--- config.mk ---
export PLATFORM = sky130hd
export DESIGN_NAME = aesrt_sub_lane
export DESIGN_NICKNAME = d
export VERILOG_FILES = /design/src/hw/rtl/aesrt_pkg.sv /design/src/hw/rtl/aesrt_sub_lane.sv
export SDC_FILE = /design/constraint.sdc
export NUM_CORES = 1
export LEC_CHECK = 0
export ABC_AREA = 1
export BUFFER_PORTS_ARGS = -buffer_cell sky130_fd_sc_hd__buf_2
export CAP_MARGIN = 20
export CELL_PAD_IN_SITES_DETAIL_PLACEMENT = 1
export CELL_PAD_IN_SITES_GLOBAL_PLACEMENT = 1
export CORE_ASPECT_RATIO = 0.9
export CORE_UTILIZATION = 30
export DETAILED_ROUTE_END_ITERATION = 12
export GPL_TIMING_DRIVEN = 1
export MAX_ROUTING_LAYER = met4
export PLACE_DENSITY_LB_ADDON = 0.12
export SLEW_MARGIN = 10
export SYNTH_ARGS = -nofsm -noshare
export SYNTH_HDL_FRONTEND = slang
export SYNTH_SLANG_ARGS = --single-unit
--- constraint.sdc ---
create_clock -name vclk -period 5.4
set_input_delay 0.54 -clock vclk [all_inputs]
set_output_delay 0.54 -clock vclk [all_outputs]
set_load 0.1 [all_outputs]
--- src/hw/rtl/aesrt_pkg.sv ---
// Package: AES round transform constants, S-box tables and GF(2^8) helpers.
`default_nettype none
package aesrt_pkg;

  localparam int unsigned NumBytes = 16;
  localparam int unsigned NumCols  = 4;

  typedef enum logic [2:0] {
    OP_ADD_KEY   = 3'd0,
    OP_ENC_ROUND = 3'd1,
    OP_ENC_FINAL = 3'd2,
    OP_DEC_ROUND = 3'd3,
    OP_DEC_FINAL = 3'd4
  } aesrt_op_e;

  typedef logic [7:0] byte_t;
  typedef logic [31:0] col_t;

  typedef struct packed {
    logic enc;
    logic dec;
    logic fwd_mix;
    logic inv_mix;
  } aesrt_ctrl_t;

  localparam byte_t SBOX [256] = '{
    8'h63,8'h7c,8'h77,8'h7b,8'hf2,8'h6b,8'h6f,8'hc5,8'h30,8'h01,8'h67,8'h2b,8'hfe,8'hd7,8'hab,8'h76,
    8'hca,8'h82,8'hc9,8'h7d,8'hfa,8'h59,8'h47,8'hf0,8'had,8'hd4,8'ha2,8'haf,8'h9c,8'ha4,8'h72,8'hc0,
    8'hb7,8'hfd,8'h93,8'h26,8'h36,8'h3f,8'hf7,8'hcc,8'h34,8'ha5,8'he5,8'hf1,8'h71,8'hd8,8'h31,8'h15,
    8'h04,8'hc7,8'h23,8'hc3,8'h18,8'h96,8'h05,8'h9a,8'h07,8'h12,8'h80,8'he2,8'heb,8'h27,8'hb2,8'h75,
    8'h09,8'h83,8'h2c,8'h1a,8'h1b,8'h6e,8'h5a,8'ha0,8'h52,8'h3b,8'hd6,8'hb3,8'h29,8'he3,8'h2f,8'h84,
    8'h53,8'hd1,8'h00,8'hed,8'h20,8'hfc,8'hb1,8'h5b,8'h6a,8'hcb,8'hbe,8'h39,8'h4a,8'h4c,8'h58,8'hcf,
    8'hd0,8'hef,8'haa,8'hfb,8'h43,8'h4d,8'h33,8'h85,8'h45,8'hf9,8'h02,8'h7f,8'h50,8'h3c,8'h9f,8'ha8,
    8'h51,8'ha3,8'h40,8'h8f,8'h92,8'h9d,8'h38,8'hf5,8'hbc,8'hb6,8'hda,8'h21,8'h10,8'hff,8'hf3,8'hd2,
    8'hcd,8'h0c,8'h13,8'hec,8'h5f,8'h97,8'h44,8'h17,8'hc4,8'ha7,8'h7e,8'h3d,8'h64,8'h5d,8'h19,8'h73,
    8'h60,8'h81,8'h4f,8'hdc,8'h22,8'h2a,8'h90,8'h88,8'h46,8'hee,8'hb8,8'h14,8'hde,8'h5e,8'h0b,8'hdb,
    8'he0,8'h32,8'h3a,8'h0a,8'h49,8'h06,8'h24,8'h5c,8'hc2,8'hd3,8'hac,8'h62,8'h91,8'h95,8'he4,8'h79,
    8'he7,8'hc8,8'h37,8'h6d,8'h8d,8'hd5,8'h4e,8'ha9,8'h6c,8'h56,8'hf4,8'hea,8'h65,8'h7a,8'hae,8'h08,
    8'hba,8'h78,8'h25,8'h2e,8'h1c,8'ha6,8'hb4,8'hc6,8'he8,8'hdd,8'h74,8'h1f,8'h4b,8'hbd,8'h8b,8'h8a,
    8'h70,8'h3e,8'hb5,8'h66,8'h48,8'h03,8'hf6,8'h0e,8'h61,8'h35,8'h57,8'hb9,8'h86,8'hc1,8'h1d,8'h9e,
    8'he1,8'hf8,8'h98,8'h11,8'h69,8'hd9,8'h8e,8'h94,8'h9b,8'h1e,8'h87,8'he9,8'hce,8'h55,8'h28,8'hdf,
    8'h8c,8'ha1,8'h89,8'h0d,8'hbf,8'he6,8'h42,8'h68,8'h41,8'h99,8'h2d,8'h0f,8'hb0,8'h54,8'hbb,8'h16
  };

  localparam byte_t INV_SBOX [256] = '{
    8'h52,8'h09,8'h6a,8'hd5,8'h30,8'h36,8'ha5,8'h38,8'hbf,8'h40,8'ha3,8'h9e,8'h81,8'hf3,8'hd7,8'hfb,
    8'h7c,8'he3,8'h39,8'h82,8'h9b,8'h2f,8'hff,8'h87,8'h34,8'h8e,8'h43,8'h44,8'hc4,8'hde,8'he9,8'hcb,
    8'h54,8'h7b,8'h94,8'h32,8'ha6,8'hc2,8'h23,8'h3d,8'hee,8'h4c,8'h95,8'h0b,8'h42,8'hfa,8'hc3,8'h4e,
    8'h08,8'h2e,8'ha1,8'h66,8'h28,8'hd9,8'h24,8'hb2,8'h76,8'h5b,8'ha2,8'h49,8'h6d,8'h8b,8'hd1,8'h25,
    8'h72,8'hf8,8'hf6,8'h64,8'h86,8'h68,8'h98,8'h16,8'hd4,8'ha4,8'h5c,8'hcc,8'h5d,8'h65,8'hb6,8'h92,
    8'h6c,8'h70,8'h48,8'h50,8'hfd,8'hed,8'hb9,8'hda,8'h5e,8'h15,8'h46,8'h57,8'ha7,8'h8d,8'h9d,8'h84,
    8'h90,8'hd8,8'hab,8'h00,8'h8c,8'hbc,8'hd3,8'h0a,8'hf7,8'he4,8'h58,8'h05,8'hb8,8'hb3,8'h45,8'h06,
    8'hd0,8'h2c,8'h1e,8'h8f,8'hca,8'h3f,8'h0f,8'h02,8'hc1,8'haf,8'hbd,8'h03,8'h01,8'h13,8'h8a,8'h6b,
    8'h3a,8'h91,8'h11,8'h41,8'h4f,8'h67,8'hdc,8'hea,8'h97,8'hf2,8'hcf,8'hce,8'hf0,8'hb4,8'he6,8'h73,
    8'h96,8'hac,8'h74,8'h22,8'he7,8'had,8'h35,8'h85,8'he2,8'hf9,8'h37,8'he8,8'h1c,8'h75,8'hdf,8'h6e,
    8'h47,8'hf1,8'h1a,8'h71,8'h1d,8'h29,8'hc5,8'h89,8'h6f,8'hb7,8'h62,8'h0e,8'haa,8'h18,8'hbe,8'h1b,
    8'hfc,8'h56,8'h3e,8'h4b,8'hc6,8'hd2,8'h79,8'h20,8'h9a,8'hdb,8'hc0,8'hfe,8'h78,8'hcd,8'h5a,8'hf4,
    8'h1f,8'hdd,8'ha8,8'h33,8'h88,8'h07,8'hc7,8'h31,8'hb1,8'h12,8'h10,8'h59,8'h27,8'h80,8'hec,8'h5f,
    8'h60,8'h51,8'h7f,8'ha9,8'h19,8'hb5,8'h4a,8'h0d,8'h2d,8'he5,8'h7a,8'h9f,8'h93,8'hc9,8'h9c,8'hef,
    8'ha0,8'he0,8'h3b,8'h4d,8'hae,8'h2a,8'hf5,8'hb0,8'hc8,8'heb,8'hbb,8'h3c,8'h83,8'h53,8'h99,8'h61,
    8'h17,8'h2b,8'h04,8'h7e,8'hba,8'h77,8'hd6,8'h26,8'he1,8'h69,8'h14,8'h63,8'h55,8'h21,8'h0c,8'h7d
  };

  function automatic byte_t xtime(byte_t a);
    return {a[6:0], 1'b0} ^ (a[7] ? 8'h1b : 8'h00);
  endfunction

endpackage
`default_nettype wire

--- src/hw/rtl/aesrt_sub_lane.sv ---
// Byte substitution lane: forward or inverse S-box for one state byte, or pass-through.
`default_nettype none
module aesrt_sub_lane import aesrt_pkg::*; (
  input  wire byte_t       byte_i,
  input  wire aesrt_ctrl_t ctrl_i,
  output byte_t            byte_o
);
  always_comb begin
    if (ctrl_i.enc) begin
      byte_o = SBOX[byte_i];
    end else if (ctrl_i.dec) begin
      byte_o = INV_SBOX[byte_i];
    end else begin
      byte_o = byte_i;
    end
  end
endmodule
`default_nettype wire

; ---- After elaboration in Yosys (flattened, before gate mapping)
; Memories as Yosys holds them, arrays and structs flattened.
; Index checks and enable logic that the tools add are counted.
[word_totals]
ff_bits = 0
mem_bits_ro = 4096
in_bits = 12
out_inout_bits = 8
n_memories = 2
[mem_list]
columns = memory, words, word_bits, read_ports, rd_ports_with_merged_regs, wr, line_no
row1 = (no name shown), 256, 8, 1, 0, 0, aesrt_sub_lane.sv:12  ; byte_o = INV_SBOX[byte_i];
row2 = (no name shown), 256, 8, 1, 0, 0, aesrt_sub_lane.sv:10  ; byte_o = SBOX[byte_i];
[classes]
magnitude_cmp = 1
n_mux = 6
n_bitwise = 1
[ops]
columns = operator, n
row1 = $mux 8, 6
row2 = $ge 9x9->1 const B, 1
row3 = $not 8->9, 1

; ---- Longest topological paths before layout
; Gate-level depths: netlist of the first run.
[depth]
word_depth = 6
mapped_depth = 17
depth_no_buf = 16

; ---- Least setup slack after synthesis of the first run
; No wires, ideal clock.
[synth_timing]
kind = input port to output port
start = in byte_i[0]
end = out byte_o[0]
arrival_time_ns = 3.255
required_time_ns = 4.860
setup_slack_ns = 1.605
stages = 15
path_buffers = 1
path_cell_list = buf_2 inv_2 ha_1 inv_2 nand2_4 nand3_1 nand2_1 nand2_1 nand3_1 nand2_1 nand2_1 nand2_1 nand2_1 nor2_1 nor2_1
[synth_between]
elab_chain_len = 6
elab_cells_between_ends = 9
[synth_rtl]
columns = item, line_no
row1 = from (decl), aesrt_sub_lane.sv:4  ; input wire byte_t byte_i,
row2 = $not 8->9 (not written as such), "aesrt_sub_lane.sv:10, aesrt_sub_lane.sv:12"
row3 = $mem_v2 256x8, -
row4 = $mux 8 (not written as such) (2 in a row), aesrt_sub_lane.sv:12
row5 = $mux 8, aesrt_sub_lane.sv:11  ; end else if (ctrl_i.dec) begin
row6 = $mux 8 *, aesrt_sub_lane.sv:9  ; if (ctrl_i.enc) begin
row7 = to (decl), aesrt_sub_lane.sv:6  ; output byte_t byte_o
; Mark *: on every way between the ends. The rest lies on a longest branch, timed or not. The select of a mux whose other input is x is not followed.

; ---- Final worst setup path of the first run
[layout_timing]
start = in byte_i[2]
end = out byte_o[5]
[layout_between]
elab_chain_len = 6
elab_cells_between_ends = 9
[layout_rtl]
columns = item, line_no
row1 = $not 8->9 (not written as such) *, "aesrt_sub_lane.sv:10, aesrt_sub_lane.sv:12"
row2 = $mem_v2 256x8, -
row3 = $mux 8 (not written as such) (2 in a row), aesrt_sub_lane.sv:12
row4 = $mux 8, aesrt_sub_lane.sv:11
row5 = $mux 8 *, aesrt_sub_lane.sv:9
; Marked as above.

==> metrics, run 1 <==
result of the run=completed; number of cell rows=45; number of hold violations in the final report=0; post-cts gate resize count=0; net load switching power=0.5941 mW; fraction of the cycle the final worst path needs=0.8032; post-route worst setup slack=1.063 ns; count of TritonRoute iterations in the first routing pass=6; final critical path time including I/O delays and setup=4.337 ns; total routed wirelength=43590 um; Worst Tran Pin Value=1.047 ns; GR Overflow Total=0; stage delay of the slowest cell on the critical path=0.79 ns; layout cell share with drive strength beyond 1=0.07639; most frequent cell after synthesis=sky130_fd_sc_hd__nand2_1; arrival time reported for the critical path endpoint=3.80 ns; initial core utilization=0.3114; portion of total power attributed to combinational logic=1.000; Cells after Synth=1167; critical path's most frequent cell=sky130_fd_sc_hd__nand3_1; Die Outline Area=18310 um2; initial antenna violation count=0; maximum frequency from static timing analysis=230.6 MHz; Synthesis Warnings=0; leading post-synthesis cells by cell area=sky130_fd_sc_hd__nand2_1, sky130_fd_sc_hd__nand3_1, sky130_fd_sc_hd__o21ai_0; Tightest Hold Check Type=in -> out; Post-CTS Hold Buffers=0; area of all placed cells without fillers=5640 um2; post-route core utilization=0.3295; storage element area=0 um2; pre-CTS setup slack=1.259 ns; via count of the first global-routing pass=8558; vias=8942; Commonest cells post-synth=sky130_fd_sc_hd__nand2_1, sky130_fd_sc_hd__nand3_1, sky130_fd_sc_hd__nor2_1; peak supply drop=0.05353 mV; sequential element share of the synthesized area=0; growth of design area from synthesis to finish=5.822%; unrepaired setup endpoints after global routing=false; number of primary I/O pins=20; sum of negative setup slack=0 ns; placer's final routability congestion estimate=1.088; relative contribution of the clock network to total power=0; setup-violating endpoint count in the final report=0; cell type with the largest total area after synthesis=sky130_fd_sc_hd__nand2_1; Chip Height=128.5 um; headroom to the max-slew limit=0.3016; seq_cells=0; Critical-path top delay cell=sky130_fd_sc_hd__o21ai_0; max_cap viols=0; postcts setup bufs=0; Final Max Slew Viols=0; Placed Instance Area=5640 um2; DR DRC count=0; sequential group share of total power=0; post-synth cell types=31; all-layer global routing usage=0.4965; largest net degree at the start of global routing=58; buffers added on ports=18; Syn Nets=1203; Leak=3.153 nW; worst endpoint required time=4.86 ns; switching portion of total power=0.7804; critical path cell sequence=buf_2 -> inv_2 -> buf_4 -> ha_1 -> o21ai_0 -> nand3_1 -> nand3_1 -> nand3_1 -> nand2_1 -> nand2_1 -> nand3_1 -> nand2_1 -> buf_2; wire length of the first global-routing pass=62200 um; average detailed-routed wire length per instance=31.43 um; power density normalized to cell area=135.0 nW/um2; post-synthesis instance area=5330 um2; element type at the critical path start=input pin; WP buf/inv=4; number of nets in the layout=1190; Clock Buffer Count=0; floorplan core area=17120 um2; peak fanout along the critical path=24; Internal Dissipation=0.1672 mW; Post-DP HPWL=32920 um; Overall Power=0.7613 mW; start-to-end type of the worst setup path=in -> out; 1st-iter DRT viols=1643; chip width=142.5 um; sort of element at the end of the critical path=primary output; number of vias per cell after detailed routing=6.447; DRT antenna net count=0; cell family with the largest share of critical-path delay=buffers and inverters; antenna cell count=0; top-area cell type share of the netlist area=0.3669; average size of a mapped cell=4.567 um2
-- final cells by class --
cell class         instances  area, um2
multi-input cells       1031       4708
repair buffers            53      380.4
fillers                 2627      11480
inverters                 68      257.7
well taps                235      294.0
-- power by group through the flow --
stage / sequential (mW) / clock [mW] / combinational, mW
after global placement: 0 / 0 / 0.720
final: 0 / 0 / 0.761
after CTS: 0 / 0 / 0.717
after floorplan: 0 / 0 / 0.445
after global routing: 0 / 0 / 0.787
after detailed placement: 0 / 0 / 0.715
-- stage by stage --
stage                     cells  hold WS, ns
after floorplan            1167        1.544
after global placement     1387        1.730
after detailed placement   1387        1.734
after CTS                  1387        1.736
after global routing       1387        1.755
final                      1387        1.743
-- layout by cell type, fill, tap and decap left out --
master and count:
sky130_fd_sc_hd__inv_2 7, sky130_fd_sc_hd__o211ai_1 9, sky130_fd_sc_hd__nor2_4 3, sky130_fd_sc_hd__nand2_4 1, sky130_fd_sc_hd__buf_4 34, sky130_fd_sc_hd__o21ai_1 8, sky130_fd_sc_hd__nand3_1 175, sky130_fd_sc_hd__a31oi_1 6
sky130_fd_sc_hd__nand3b_1 4, sky130_fd_sc_hd__o21ai_0 73, sky130_fd_sc_hd__o21a_1 1, sky130_fd_sc_hd__or2_1 1, sky130_fd_sc_hd__nor3_1 4, sky130_fd_sc_hd__a21oi_2 1, sky130_fd_sc_hd__nand4_1 21, sky130_fd_sc_hd__nand2_1 521
sky130_fd_sc_hd__or2_0 1, sky130_fd_sc_hd__nor2_2 3, sky130_fd_sc_hd__ha_1 24, sky130_fd_sc_hd__inv_4 1, sky130_fd_sc_hd__a21oi_1 67, sky130_fd_sc_hd__buf_12 2, sky130_fd_sc_hd__nor3b_1 1, sky130_fd_sc_hd__inv_1 60
sky130_fd_sc_hd__nor2_1 88, sky130_fd_sc_hd__buf_2 17, sky130_fd_sc_hd__or2_2 1, sky130_fd_sc_hd__nand2_2 18
-- logic make-up (layout without fill, tap and decap cells) --
family,count (synthesis),after routing,share of synthesized area
AOI/OAI and AO/OA,165,165,0.1617
adders and majority gates,24,24,0.05634
buffers and inverters,136,121,0.1190
and+or+nand+nor,842,842,0.6629
-- final timing paths --
check,slack [ns],startpoint,cells past startpoint,endpoint
worst max-delay path,1.06,byte_i[2],13,byte_o[5]
worst min-delay path,1.74,ctrl_i[3],4,byte_o[1]
-- worst min-delay path, delay by kind of cell --
family | cells | cell delay [ns]
simple gates | 2 | 0.15
buf+inv | 2 | 0.50
-- layer usage --
metal / track usage / wire length, um / share of wire
met5: - / 0 / 0
met4: 0.3289 / 3608 / 0.083
met3: 0.1485 / 6017 / 0.14
met2: 0.6696 / 16690 / 0.38
met1: 0.6302 / 17280 / 0.40
Power figures use the tool's default switching activity.
==> inputs of run 2 (changes only) <==
==> constraint.sdc (replaced) <==
create_clock -name vclk -period 3.5
set_input_delay 0.35 -clock vclk [all_inputs]
set_output_delay 0.35 -clock vclk [all_outputs]
set_load 0.1 [all_outputs]
==> run 2 against run 1 <==
Compared with the run above: global-route usage is 1.8 points higher; critical endpoint is now byte_o[6]; non-clock buffer count rose by 35; first-iteration DRC count is 6.1% lower; wire length increased by 3.9%; worst setup slack got worse by 1.1 ns; sequential share of layout area did not move.
==> metrics, run 2 (synthesis gave the netlist of run 1 again) <==
result of the run=completed (unchanged); headroom to the max-slew limit=0.5094 (was 0.3016); M3 GR Usage=0.1507 (was 0.1485); unrepaired setup endpoints after global routing=false (unchanged); most heavily used metal layer in global routing=met2 (unchanged); initial antenna violation count=0 (unchanged); sum of negative setup slack=0 ns (unchanged); worst endpoint required time=3.15 ns (was 4.86 ns); average detailed-routed wire length per instance=31.80 um (was 31.43 um); total routed wirelength=45280 um (was 43590 um); number of cell rows=45 (unchanged); met1 global-route usage=0.6479 (was 0.6302); all-layer global routing usage=0.5146 (was 0.4965); post-cts gate resize count=0 (unchanged); Tightest Hold Check Type=in -> out (unchanged); layout cell share with drive strength beyond 1=0.1045 (was 0.07639); Clock Buffer Count=0 (unchanged); initial core utilization=0.3114 (unchanged); Post-CTS Hold Buffers=0 (unchanged); Die Outline Area=18310 um2 (unchanged); most frequent cells in the layout=sky130_fd_sc_hd__nand2_1, sky130_fd_sc_hd__nand3_1, sky130_fd_sc_hd__nor2_1 (unchanged); number of nets in the layout=1225 (was 1190); GR Overflow Total=0 (unchanged); DRT antenna net count=0 (unchanged); storage element area=0 um2 (unchanged); floorplan core area=17120 um2 (unchanged); maximum frequency from static timing analysis=286.7 MHz; max_cap viols=0 (unchanged); postcts setup bufs=0 (unchanged); buffers added on ports=18 (unchanged); sort of element at the end of the critical path=primary output (unchanged); arrival time reported for the critical path endpoint=3.14 ns (was 3.80 ns); Post-DP HPWL=35100 um (was 32920 um); wire length of the first global-routing pass=64540 um (was 62200 um); via count of the first global-routing pass=8998 (was 8558); DR DRC count=0 (unchanged); number of hold violations in the final report=0 (unchanged); seq_cells=0 (unchanged); fraction of met2 tracks used by global routing=0.6926 (was 0.6696); Final Max Slew Viols=0 (unchanged); final critical path time including I/O delays and setup=3.488 ns; Worst Tran Pin Value=0.7332 ns (was 1.047 ns); growth of design area from synthesis to finish=13.85% (was 5.822%); element type at the critical path start=input pin (unchanged); Chip Height=128.5 um (unchanged); start-to-end type of the worst setup path=in -> out (unchanged); peak fanout along the critical path=9 (was 24); chip width=142.5 um (unchanged); 1st-iter DRT viols=1543 (was 1643); number of vias per cell after detailed routing=6.544 (was 6.447); number of primary I/O pins=20 (unchanged); placer's final routability congestion estimate=1.146 (was 1.088); count of TritonRoute iterations in the first routing pass=6 (unchanged); vias=9318 (was 8942); largest net degree at the start of global routing=46 (was 58); setup-violating endpoint count in the final report=0 (unchanged); most frequent standard cell in the layout excluding fill and tap cells=sky130_fd_sc_hd__nand2_1 (unchanged); fraction of the cycle the final worst path needs=0.9967
-- run 2: metrics by stage --
step	setup slack, ns	instances	hold slack [ns]	util	area [um2]
after floorplan	0.08503	1167	1.164	-	5330
after global placement	0.2614	1422	1.305	0.3541	6061
after detailed placement	0.2049	1422	1.311	0.3541	6061
after CTS	0.2054	1422	1.312	0.3541	6061
after global routing	0.02483	1422	1.326	0.3542	6063
final	0.01151	1424	1.316	0.3545	6068
-- run 2: worst max-delay path: stages --
cell,delay [ns]
sky130_fd_sc_hd__buf_2,0.21
sky130_fd_sc_hd__inv_2,0.16
sky130_fd_sc_hd__ha_1,0.43
sky130_fd_sc_hd__nor2_1,0.40
sky130_fd_sc_hd__nand2_1,0.46
sky130_fd_sc_hd__nand3_1,0.21
sky130_fd_sc_hd__nand2_1,0.07
sky130_fd_sc_hd__nor2_1,0.11
sky130_fd_sc_hd__nand3_1,0.09
sky130_fd_sc_hd__nand3_1,0.10
sky130_fd_sc_hd__nand2_1,0.17
sky130_fd_sc_hd__nand2_1,0.10
sky130_fd_sc_hd__nand2_1,0.08
sky130_fd_sc_hd__buf_12,0.17
-- run 2: routing by layer --
| metal | up-vias | wire, um |
|---|---|---|
| met1 | 4388 | 17410 |
| met3 | 224 | 6592 |
| met2 | 852 | 17390 |
| met5 | - | 0 |
| li1 | 3854 | - |
| met4 | 0 | 3883 |
-- run 2: cell type report --
class                      instances  area [um2]
fill                            2587       11050
timing repair buffer              88       800.8
inverter                          68       257.7
multi-input combinational       1031        4711
tap                              235       294.0
antenna                            2       5.005
-- run 2: path summary, 6_finish.rpt --
check | start | endpoint | slack (ns) | cells after the start
worst max-delay path | byte_i[1] | byte_o[6] | 0.01 | 14
worst min-delay path | ctrl_i[3] | byte_o[6] | 1.32 | 4
