`src/hw/rtl/aesrt_pkg.sv`:
```
// Package: AES round transform constants, S-box tables and GF(2^8) helpers.
`default_nettype none
package aesrt_pkg;

  localparam int unsigned NumBytes = 16;
  localparam int unsigned NumCols  = 4;

  typedef enum logic [2:0] {
    OP_ADD_KEY   = 3'd0,
    OP_ENC_ROUND = 3'd1,
    OP_ENC_FINAL = 3'd2,
    OP_DEC_ROUND = 3'd3,
    OP_DEC_FINAL = 3'd4
  } aesrt_op_e;

  typedef logic [7:0] byte_t;
  typedef logic [31:0] col_t;

  typedef struct packed {
    logic enc;
    logic dec;
    logic fwd_mix;
    logic inv_mix;
  } aesrt_ctrl_t;

  localparam byte_t SBOX [256] = '{
    8'h63,8'h7c,8'h77,8'h7b,8'hf2,8'h6b,8'h6f,8'hc5,8'h30,8'h01,8'h67,8'h2b,8'hfe,8'hd7,8'hab,8'h76,
    8'hca,8'h82,8'hc9,8'h7d,8'hfa,8'h59,8'h47,8'hf0,8'had,8'hd4,8'ha2,8'haf,8'h9c,8'ha4,8'h72,8'hc0,
    8'hb7,8'hfd,8'h93,8'h26,8'h36,8'h3f,8'hf7,8'hcc,8'h34,8'ha5,8'he5,8'hf1,8'h71,8'hd8,8'h31,8'h15,
    8'h04,8'hc7,8'h23,8'hc3,8'h18,8'h96,8'h05,8'h9a,8'h07,8'h12,8'h80,8'he2,8'heb,8'h27,8'hb2,8'h75,
    8'h09,8'h83,8'h2c,8'h1a,8'h1b,8'h6e,8'h5a,8'ha0,8'h52,8'h3b,8'hd6,8'hb3,8'h29,8'he3,8'h2f,8'h84,
    8'h53,8'hd1,8'h00,8'hed,8'h20,8'hfc,8'hb1,8'h5b,8'h6a,8'hcb,8'hbe,8'h39,8'h4a,8'h4c,8'h58,8'hcf,
    8'hd0,8'hef,8'haa,8'hfb,8'h43,8'h4d,8'h33,8'h85,8'h45,8'hf9,8'h02,8'h7f,8'h50,8'h3c,8'h9f,8'ha8,
    8'h51,8'ha3,8'h40,8'h8f,8'h92,8'h9d,8'h38,8'hf5,8'hbc,8'hb6,8'hda,8'h21,8'h10,8'hff,8'hf3,8'hd2,
    8'hcd,8'h0c,8'h13,8'hec,8'h5f,8'h97,8'h44,8'h17,8'hc4,8'ha7,8'h7e,8'h3d,8'h64,8'h5d,8'h19,8'h73,
    8'h60,8'h81,8'h4f,8'hdc,8'h22,8'h2a,8'h90,8'h88,8'h46,8'hee,8'hb8,8'h14,8'hde,8'h5e,8'h0b,8'hdb,
    8'he0,8'h32,8'h3a,8'h0a,8'h49,8'h06,8'h24,8'h5c,8'hc2,8'hd3,8'hac,8'h62,8'h91,8'h95,8'he4,8'h79,
    8'he7,8'hc8,8'h37,8'h6d,8'h8d,8'hd5,8'h4e,8'ha9,8'h6c,8'h56,8'hf4,8'hea,8'h65,8'h7a,8'hae,8'h08,
    8'hba,8'h78,8'h25,8'h2e,8'h1c,8'ha6,8'hb4,8'hc6,8'he8,8'hdd,8'h74,8'h1f,8'h4b,8'hbd,8'h8b,8'h8a,
    8'h70,8'h3e,8'hb5,8'h66,8'h48,8'h03,8'hf6,8'h0e,8'h61,8'h35,8'h57,8'hb9,8'h86,8'hc1,8'h1d,8'h9e,
    8'he1,8'hf8,8'h98,8'h11,8'h69,8'hd9,8'h8e,8'h94,8'h9b,8'h1e,8'h87,8'he9,8'hce,8'h55,8'h28,8'hdf,
    8'h8c,8'ha1,8'h89,8'h0d,8'hbf,8'he6,8'h42,8'h68,8'h41,8'h99,8'h2d,8'h0f,8'hb0,8'h54,8'hbb,8'h16
  };

  localparam byte_t INV_SBOX [256] = '{
    8'h52,8'h09,8'h6a,8'hd5,8'h30,8'h36,8'ha5,8'h38,8'hbf,8'h40,8'ha3,8'h9e,8'h81,8'hf3,8'hd7,8'hfb,
    8'h7c,8'he3,8'h39,8'h82,8'h9b,8'h2f,8'hff,8'h87,8'h34,8'h8e,8'h43,8'h44,8'hc4,8'hde,8'he9,8'hcb,
    8'h54,8'h7b,8'h94,8'h32,8'ha6,8'hc2,8'h23,8'h3d,8'hee,8'h4c,8'h95,8'h0b,8'h42,8'hfa,8'hc3,8'h4e,
    8'h08,8'h2e,8'ha1,8'h66,8'h28,8'hd9,8'h24,8'hb2,8'h76,8'h5b,8'ha2,8'h49,8'h6d,8'h8b,8'hd1,8'h25,
    8'h72,8'hf8,8'hf6,8'h64,8'h86,8'h68,8'h98,8'h16,8'hd4,8'ha4,8'h5c,8'hcc,8'h5d,8'h65,8'hb6,8'h92,
    8'h6c,8'h70,8'h48,8'h50,8'hfd,8'hed,8'hb9,8'hda,8'h5e,8'h15,8'h46,8'h57,8'ha7,8'h8d,8'h9d,8'h84,
    8'h90,8'hd8,8'hab,8'h00,8'h8c,8'hbc,8'hd3,8'h0a,8'hf7,8'he4,8'h58,8'h05,8'hb8,8'hb3,8'h45,8'h06,
    8'hd0,8'h2c,8'h1e,8'h8f,8'hca,8'h3f,8'h0f,8'h02,8'hc1,8'haf,8'hbd,8'h03,8'h01,8'h13,8'h8a,8'h6b,
    8'h3a,8'h91,8'h11,8'h41,8'h4f,8'h67,8'hdc,8'hea,8'h97,8'hf2,8'hcf,8'hce,8'hf0,8'hb4,8'he6,8'h73,
    8'h96,8'hac,8'h74,8'h22,8'he7,8'had,8'h35,8'h85,8'he2,8'hf9,8'h37,8'he8,8'h1c,8'h75,8'hdf,8'h6e,
    8'h47,8'hf1,8'h1a,8'h71,8'h1d,8'h29,8'hc5,8'h89,8'h6f,8'hb7,8'h62,8'h0e,8'haa,8'h18,8'hbe,8'h1b,
    8'hfc,8'h56,8'h3e,8'h4b,8'hc6,8'hd2,8'h79,8'h20,8'h9a,8'hdb,8'hc0,8'hfe,8'h78,8'hcd,8'h5a,8'hf4,
    8'h1f,8'hdd,8'ha8,8'h33,8'h88,8'h07,8'hc7,8'h31,8'hb1,8'h12,8'h10,8'h59,8'h27,8'h80,8'hec,8'h5f,
    8'h60,8'h51,8'h7f,8'ha9,8'h19,8'hb5,8'h4a,8'h0d,8'h2d,8'he5,8'h7a,8'h9f,8'h93,8'hc9,8'h9c,8'hef,
    8'ha0,8'he0,8'h3b,8'h4d,8'hae,8'h2a,8'hf5,8'hb0,8'hc8,8'heb,8'hbb,8'h3c,8'h83,8'h53,8'h99,8'h61,
    8'h17,8'h2b,8'h04,8'h7e,8'hba,8'h77,8'hd6,8'h26,8'he1,8'h69,8'h14,8'h63,8'h55,8'h21,8'h0c,8'h7d
  };

  function automatic byte_t xtime(byte_t a);
    return {a[6:0], 1'b0} ^ (a[7] ? 8'h1b : 8'h00);
  endfunction

endpackage
`default_nettype wire

```
`src/hw/rtl/aesrt_mix_lane.sv`:
```
// Column lane: forward or inverse MixColumns on one 32-bit column, or pass-through.
`default_nettype none
module aesrt_mix_lane import aesrt_pkg::*; (
  input  wire col_t        col_i,
  input  wire aesrt_ctrl_t ctrl_i,
  output col_t             col_o
);
  byte_t b [4];
  byte_t x2 [4];
  byte_t x4 [4];
  byte_t x8 [4];
  byte_t m2 [4];
  byte_t m3 [4];
  byte_t m9 [4];
  byte_t mb [4];
  byte_t md [4];
  byte_t me [4];
  byte_t r [4];

  always_comb begin
    for (int k = 0; k < 4; k++) begin
      b[k]  = col_i[31-8*k -: 8];
      x2[k] = xtime(b[k]);
      x4[k] = xtime(x2[k]);
      x8[k] = xtime(x4[k]);
      m2[k] = x2[k];
      m3[k] = x2[k] ^ b[k];
      m9[k] = x8[k] ^ b[k];
      mb[k] = x8[k] ^ x2[k] ^ b[k];
      md[k] = x8[k] ^ x4[k] ^ b[k];
      me[k] = x8[k] ^ x4[k] ^ x2[k];
    end
    for (int i = 0; i < 4; i++) begin
      if (ctrl_i.fwd_mix) begin
        r[i] = m2[i] ^ m3[(i+1)%4] ^ b[(i+2)%4] ^ b[(i+3)%4];
      end else if (ctrl_i.inv_mix) begin
        r[i] = me[i] ^ mb[(i+1)%4] ^ md[(i+2)%4] ^ m9[(i+3)%4];
      end else begin
        r[i] = b[i];
      end
      col_o[31-8*i -: 8] = r[i];
    end
  end
endmodule
`default_nettype wire
```
`config.mk`:
```
export PLATFORM = sky130hd
export DESIGN_NAME = aesrt_mix_lane
export DESIGN_NICKNAME = d
export VERILOG_FILES = /design/src/hw/rtl/aesrt_pkg.sv /design/src/hw/rtl/aesrt_mix_lane.sv
export SDC_FILE = /design/constraint.sdc
export NUM_CORES = 1
export LEC_CHECK = 0
export BUFFER_PORTS_ARGS = -buffer_cell sky130_fd_sc_hd__clkbuf_2
export CORE_ASPECT_RATIO = 1.2
export CORE_MARGIN = 4
export CORE_UTILIZATION = 29
export DETAILED_ROUTE_END_ITERATION = 10
export PLACE_DENSITY_LB_ADDON = 0.05
export SYNTH_ARGS = -nofsm -noshare
export SYNTH_HDL_FRONTEND = slang
export SYNTH_SLANG_ARGS = --single-unit
```
`constraint.sdc`:
```
create_clock -name vclk -period 2.89
set_input_delay 0.578 -clock vclk [all_inputs]
set_output_delay 0.578 -clock vclk [all_outputs]
set_load 0.03 [all_outputs]
```
# Word level (Yosys, flattened, before mapping)
# Cells that the tools add are included.
# word_totals
ff_bits	0
# classes
mux	20
n_bitwise	64
# op_table
op	n
8-bit bitwise XOR	52
8-bit by 5-bit bitwise XOR with 8-bit output	12
8-bit two-way mux	8
5-bit two-way mux	12

# Longest topological paths before layout
# Gate-level depths: netlist (run 1).
# logic_depth
depth_word	13
mapped_depth	7
ltp_nobuf	6

# Worst setup path before layout (run 1)
# No wires, ideal clock.
# synth_path
path_kind	input to output
startpoint	in col_i[4]
endpoint	out col_o[15]
slack_ns	-0.719
required_time_ns	2.312
path_buffers	1
path_stages	7
t_arrival_ns	3.031
cell_sequence	buf_2 > xnor2_1 > xor2_1 > xnor2_1 > xnor2_1 > mux2_2 > a221oi_1
# synth_via
elab_chain_cells	10
# synth_rtl
element	line	text
from (decl)	aesrt_mix_lane.sv:4	input wire col_t col_i,
8-bit by 5-bit bitwise XOR with 8-bit output (3 in a row)	aesrt_pkg.sv:65	return {a[6:0], 1'b0} ^ (a[7] ? 8'h1b : 8'h00);
8-bit bitwise XOR (2 in a row)	aesrt_mix_lane.sv:29	mb[k] = x8[k] ^ x2[k] ^ b[k];
8-bit bitwise XOR (3 in a row)	aesrt_mix_lane.sv:37	r[i] = me[i] ^ mb[(i+1)%4] ^ md[(i+2)%4] ^ m9[(i+3)%4];
8-bit two-way mux	aesrt_mix_lane.sv:36	end else if (ctrl_i.inv_mix) begin
8-bit two-way mux	aesrt_mix_lane.sv:34	if (ctrl_i.fwd_mix) begin
to (decl)	aesrt_mix_lane.sv:6	output col_t col_o
# No other way between the ends.

# Final worst setup path (run 1)
# layout_path
startpoint	in col_i[5]
endpoint	out col_o[11]
# layout_via
elab_chain_cells	11
# layout_rtl
element	line
8-bit by 5-bit bitwise XOR with 8-bit output (2 in a row)	aesrt_pkg.sv:65
5-bit two-way mux	aesrt_pkg.sv:65
8-bit by 5-bit bitwise XOR with 8-bit output	aesrt_pkg.sv:65
8-bit bitwise XOR (2 in a row)	aesrt_mix_lane.sv:29
8-bit bitwise XOR (3 in a row)	aesrt_mix_lane.sv:37
8-bit two-way mux	aesrt_mix_lane.sv:36
8-bit two-way mux	aesrt_mix_lane.sv:34
# No other way between the ends.

==> flow_summary.yaml, run 1 <==
timing:
  setup_viol: 11
  post-route-worst-setup-slack_ns: -0.141
  max_clock_freq_mhz: 330
  rsz_0062_raised_after_global_routing: "true"
  period_minus_slack_ns: 3.03
  slew_headroom_pct: 70.9
  timing_max_transition_violations_final: 0
  worst_slew_pin_slew_ns: 0.435
  fin_crit_sh_pct: 105
  hold_violations: 0
power_and_ir_drop:
  pwr_density_cell_mw_per_mm2: 504
  sw_frac_of_total_pct: 45.2
  ir_drop_uv: 229
  power_switching_mw: 1.39
  internal_power_mw: 1.69
  leakagePower_nw: 2.76
  p_seq_share_pct: 0
  totalPowerFinal_mw: 3.08
  power_frac_comb_pct: 100.0
  pwr-share-clk_pct: 0
grt:
  gr-usage-all-layers_pct: 18.4
  antenna_violations_before_repair: 0
  via_count_of_the_first_global_routing_pass: 3321
  grt_max_degree: 26
  wire_length_of_the_first_global_routing_pass_um: 18700
  globalRoute.totalOverflow: 0
place:
  placed_cell_area_mm2: 0.00497
  place.port_buffers: 66
  dp_hpwl_um: 10000
  place.gp.congestion: 0.823
logic_synthesis:
  netlist_instances: 378
  netlist_top_cells_area: "xnor2_1 42%, xnor3_1 13%, xor2_1 10%, mux2i_1 3.7%, a22oi_1 3.7%"
  syn-cell-area_mm2: 0.00326
  yosysSeqAreaShare_pct: 0
  post-synth-top-area-fraction_pct: 42.4
  yosysMostFrequentCell: "xnor2_1"
  synth.largest_area_cell: "xnor2_1"
  synthesis.yosys.warnings: 0
  mapped_avg_cell_area_um2: 8.63
  synth_common_cells: "158 x xnor2_1, 39 x xor2_1, 26 x nand2_1"
  synth.lib_cells_used.distinct: 33
  postSynthNetCount: 414
clock_network:
  hold_buffers: 0
route:
  drt-total-wl_um: 12100
  drt.antenna.violating_nets: 0
  num_vias: 3117
  drt-vias-per-instance: 4.48
  routedWlPerCell_um: 17.4
  drc: 0
  drt-initial-drc-count: 76
  drt-pass1-iter-count: 4
setup_path:
  path_class: "in2out"
  critical_path.startpoint_type: "input port"
  crit_path_max_fo: 2
  critical_path_arrival_ns: 2.45
  worstSetupEndpointType: "output port"
  data_required_critical_path_ns: 2.31
outcome:
  failed_checks: "negative setup slack"
  outcome: "complete, but fails checks"
job:
  timing.max_cap.violations: 0
floorplan:
  design.core.area_mm2: 0.0110
  die_w_um: 105
  floorplan.initialDensity_pct: 29.5
  fp-row-count: 42
  die_height_um: 124
  num_io_pins: 68
  design.die.area_mm2: 0.0130
layout:
  final_cell_area_mm2: 0.00612
  flip_flop_and_latch_area_um2: 0
  multi_input_comb_area_mm2: 0.00391
  final_core_utilization_pct: 55.4
  post_route_cells_drive_above_1_share_pct: 57.2
  fill_cells: 1032
  sequential_cell_count: 0
  n_clock_buffer: 0
  final_nets: 601
  syn_to_final_growth_pct: 87.6
  antennaDiodeCount: 0
min_path:
  hp-class: "in2out"
worst max-delay path: stages:
cell and delay [ns]:
buf_12 0.10, xnor3_2 0.44, xnor3_2 0.31, xnor2_4 0.17
xnor2_2 0.26, mux2i_1 0.11, a221o_2 0.33, buf_8 0.15
stage by stage:
stage	hold slack, ns	instances	TNS, ns	setup slack [ns]
2_1_floorplan	1.38	378	-0.194	-0.127
5_1_grt	1.67	695	-1.97	-0.181
3_5_place_dp	1.68	668	-4.89	-0.270
4_1_cts	1.66	681	-1.04	-0.165
6_report	1.65	695	-0.663	-0.141
3_3_place_gp	1.69	668	-5.11	-0.350
cell families after synthesis:
family | share of synthesized area [%]
XOR/XNOR | 74.0
AND/OR/NAND/NOR | 5.22
multiplexers | 4.03
AO/OA/AOI/OAI | 10.7
buffers and inverters | 6.02
routing by layer:
layer	global-route usage [%]	vias to the layer above	share of wire [%]
li1	-	1592	-
met1	23.0	1477	43
met2	36.9	44	55
met3	0.622	4	1.5
met4	0.902	0	0.54
met5	0	-	0
placed cells by master, fill, tap and decap left out, types with 3 or more instances in the layout:
cell type,Yosys,final
a21oi_1,17,15
a22oi_2,0,14
buf_12,0,11
buf_4,2,138
buf_6,2,20
buf_8,0,8
clkbuf_2,0,20
clkbuf_4,0,5
clkbuf_8,0,17
mux2i_1,12,12
nand2_1,26,26
nand2b_1,3,3
nor2_1,7,7
nor3_1,3,3
o21ai_1,0,7
o21ai_2,0,3
xnor2_1,158,112
xnor2_2,5,31
xnor2_4,0,20
xnor3_1,19,12
xnor3_2,2,9
xor2_1,39,30
xor2_2,2,5
xor2_4,0,6
final timing paths:
kind	from	end	slack (ns)	depth (start not counted)
worst min-delay path	col_i[26]	col_o[18]	1.65	4
worst max-delay path	col_i[5]	col_o[11]	-0.14	8
power by group through the flow:
stage	Sequential (mW)	Combinational, mW	Clock (mW)
5_1_grt	0	3.28	0
3_3_place_gp	0	2.55	0
4_1_cts	0	2.91	0
6_report	0	3.08	0
3_5_place_dp	0	2.55	0
2_1_floorplan	0	1.82	0
layout make-up:
class,instances,share of cell area [%]
inverters,3,0.184
multi-input cells,337,63.9
well taps,132,2.70
repair buffers,223,33.2
what timing repair did:
action	in CTS	in global routing
endpoints found under the setup margin	31	30
resized for setup	112	87
pin swaps	35	49
setup buffers	14	15
Power figures use the tool's default switching activity.
==> inputs of run 2 (changes only) <==
- TNS_END_PERCENT: default -> 30
- clock period: 2.89 -> 2.5 ns (I/O delays scaled with it)
==> run 2 against run 1 <==
- the run still ends with negative setup slack left
- power increased by 14%
- combinational power increased by 14%
- via count grew 2.5%
- global-route usage fell by 0.12 points
- cell area shrank 1.4%
- first-iteration DRC count up 14%
- utilization fell by 0.76 points
- count of clock-buffer cells in the layout unchanged
- die area is the same
- cell count shrank 0.43%
- non-clock buffer count decreased by 3
- highest routed layer unchanged
==> flow_summary.yaml, run 2 (synthesis gave the netlist of run 1 again) <==
outcome:
  outcome: "complete, but fails checks"
  failed_checks: "negative setup slack"
layout:
  syn_to_final_growth_pct: 85.1
  layout_commonest_cell: "buf_4"
  final_cell_area_mm2: 0.00603
  flip_flop_and_latch_area_um2: 0
  post_route_cells_drive_above_1_share_pct: 57.1
  fill_cells: 996
  most-common-layout-cells: "151 x buf_4, 111 x xnor2_1, 31 x xnor2_2"
  antennaDiodeCount: 0
  n_clock_buffer: 0
  final_nets: 598
  instances_no_fill: 692
  sequential_cell_count: 0
route:
  routedWlPerCell_um: 17.1
  drt-initial-drc-count: 87
  drt-vias-per-instance: 4.62
  drc: 0
  num_vias: 3194
  drt-total-wl_um: 11800
  drt-pass1-iter-count: 4
  drt.antenna.violating_nets: 0
timing:
  worst_slew_pin_slew_ns: 0.471
  timing_max_transition_violations_final: 0
  rsz_0062_raised_after_global_routing: "true"
  period_minus_slack_ns: 2.85
  setup_viol: 31
  max_clock_freq_mhz: 351
  slew_headroom_pct: 68.5
  hold_violations: 0
  post-route-worst-setup-slack_ns: -0.353
  fin_crit_sh_pct: 114
setup_path:
  path_class: "in2out"
  critical_path.n_buffers_inverters: 2
  cp_slowest_cell: "xnor3_2"
  critical_path_arrival_ns: 2.35
  cp.depth: 8
  critPathMaxStageDelay_ns: 0.42
  worstPathCellList: "buf_8, xnor3_2, xnor3_2, xnor2_4, xnor2_2, mux2i_1, a221o_2, buf_8"
  data_required_critical_path_ns: 2.00
  crit_path_max_fo: 3
  timing.critical_path.to: "col_o[27]"
  critical_path.startpoint: "col_i[29]"
  cpLargestDelayFamily: "XOR/XNOR gates"
  worstSetupEndpointType: "output port"
  critical_path.startpoint_type: "input port"
floorplan:
  die_w_um: 105
  num_io_pins: 68
  fp-row-count: 42
  die_height_um: 124
  design.die.area_mm2: 0.0130
  floorplan.initialDensity_pct: 29.5
  design.core.area_mm2: 0.0110
grt:
  via_count_of_the_first_global_routing_pass: 3368
  grt_max_degree: 35
  gr-usage-all-layers_pct: 18.3
  antenna_violations_before_repair: 0
  wire_length_of_the_first_global_routing_pass_um: 18600
  globalRoute.totalOverflow: 0
power_and_ir_drop:
  sw_frac_of_total_pct: 45.3
  leakagePower_nw: 2.73
  p_seq_share_pct: 0
  internal_power_mw: 1.92
  power_switching_mw: 1.59
  power_frac_comb_pct: 100.0
  pwr-share-clk_pct: 0
  pwr_density_cell_mw_per_mm2: 583
  ir_drop_uv: 288
place:
  place.port_buffers: 66
  placed_cell_area_mm2: 0.00510
  place.detailed.instances: 673
  place.gp.congestion: 0.849
  dp_hpwl_um: 10000
job:
  timing.max_cap.violations: 0
min_path:
  hp-class: "in2out"
run 2: cell types whose count changed in the layout (fill, tap and decap cells not counted), moves of 2 or more:
cell | previous run | this run
buf_12 | 11 | 5
buf_4 | 138 | 151
buf_6 | 20 | 17
buf_8 | 8 | 5
clkbuf_2 | 20 | 14
xor2_1 | 30 | 28
xor2_2 | 5 | 9
xor2_4 | 6 | 4
run 2: repair_timing:
item / CTS / global route
hold buffers: 0 / 0
buffers inserted: 11 / 9
pin swaps: 24 / 27
resized for setup: 112 / 68
setup endpoints to repair: 32 / 32
run 2: layout make-up:
| class | instances | area, um^2 | area share (%) |
|---|---|---|---|
| Inverter | 3 | 11.3 | 0.187 |
| Multi-Input combinational cell | 337 | 3920 | 64.9 |
| Tap cell | 132 | 165 | 2.74 |
| Timing Repair Buffer | 220 | 1940 | 32.2 |
run 2: worst min-delay path by stage:
| stage | start | end | slack [ns] | cells past startpoint |
|---|---|---|---|---|
| 6_report | col_i[27] | col_o[27] | 1.45 | 3 |
| 5_1_grt | col_i[27] | col_o[27] | 1.47 | 3 |
| 4_1_cts | col_i[11] | col_o[11] | 1.53 | 3 |
| 3_5_place_dp | col_i[11] | col_o[11] | 1.56 | 3 |
| 3_3_place_gp | col_i[0] | col_o[0] | 1.54 | 4 |
| 2_1_floorplan | col_i[11] | col_o[11] | 1.22 | 1 |
run 2: power groups by stage:
stage | Combinational (mW) | Clock (mW) | Sequential, mW
final | 3.52 | 0 | 0
after CTS | 3.38 | 0 | 0
after global placement | 3.01 | 0 | 0
after floorplan | 2.16 | 0 | 0
after detailed placement | 3.02 | 0 | 0
after global routing | 3.74 | 0 | 0
run 2: stage by stage:
step / power [mW] / worst slack, ns / util [%] / setup TNS (ns) / hold WS, ns
2_1_floorplan: 2.16 / -0.236 / - / -3.57 / 1.22
3_3_place_gp: 3.01 / -0.515 / 46.2 / -11.70 / 1.54
3_5_place_dp: 3.02 / -0.482 / 46.2 / -11.73 / 1.56
4_1_cts: 3.38 / -0.388 / 52.2 / -7.44 / 1.53
5_1_grt: 3.74 / -0.397 / 54.7 / -8.83 / 1.47
6_report: 3.52 / -0.353 / 54.7 / -5.98 / 1.45
run 2: per-layer routing:
| layer | vias up | track usage, % | part of all wire (%) |
|---|---|---|---|
| met5 | - | 0 | 0 |
| met4 | 0 | 0.984 | 0.64 |
| met3 | 4 | 0.467 | 1.8 |
| met2 | 56 | 37.0 | 55 |
| met1 | 1541 | 22.6 | 43 |
| li1 | 1593 | - | - |
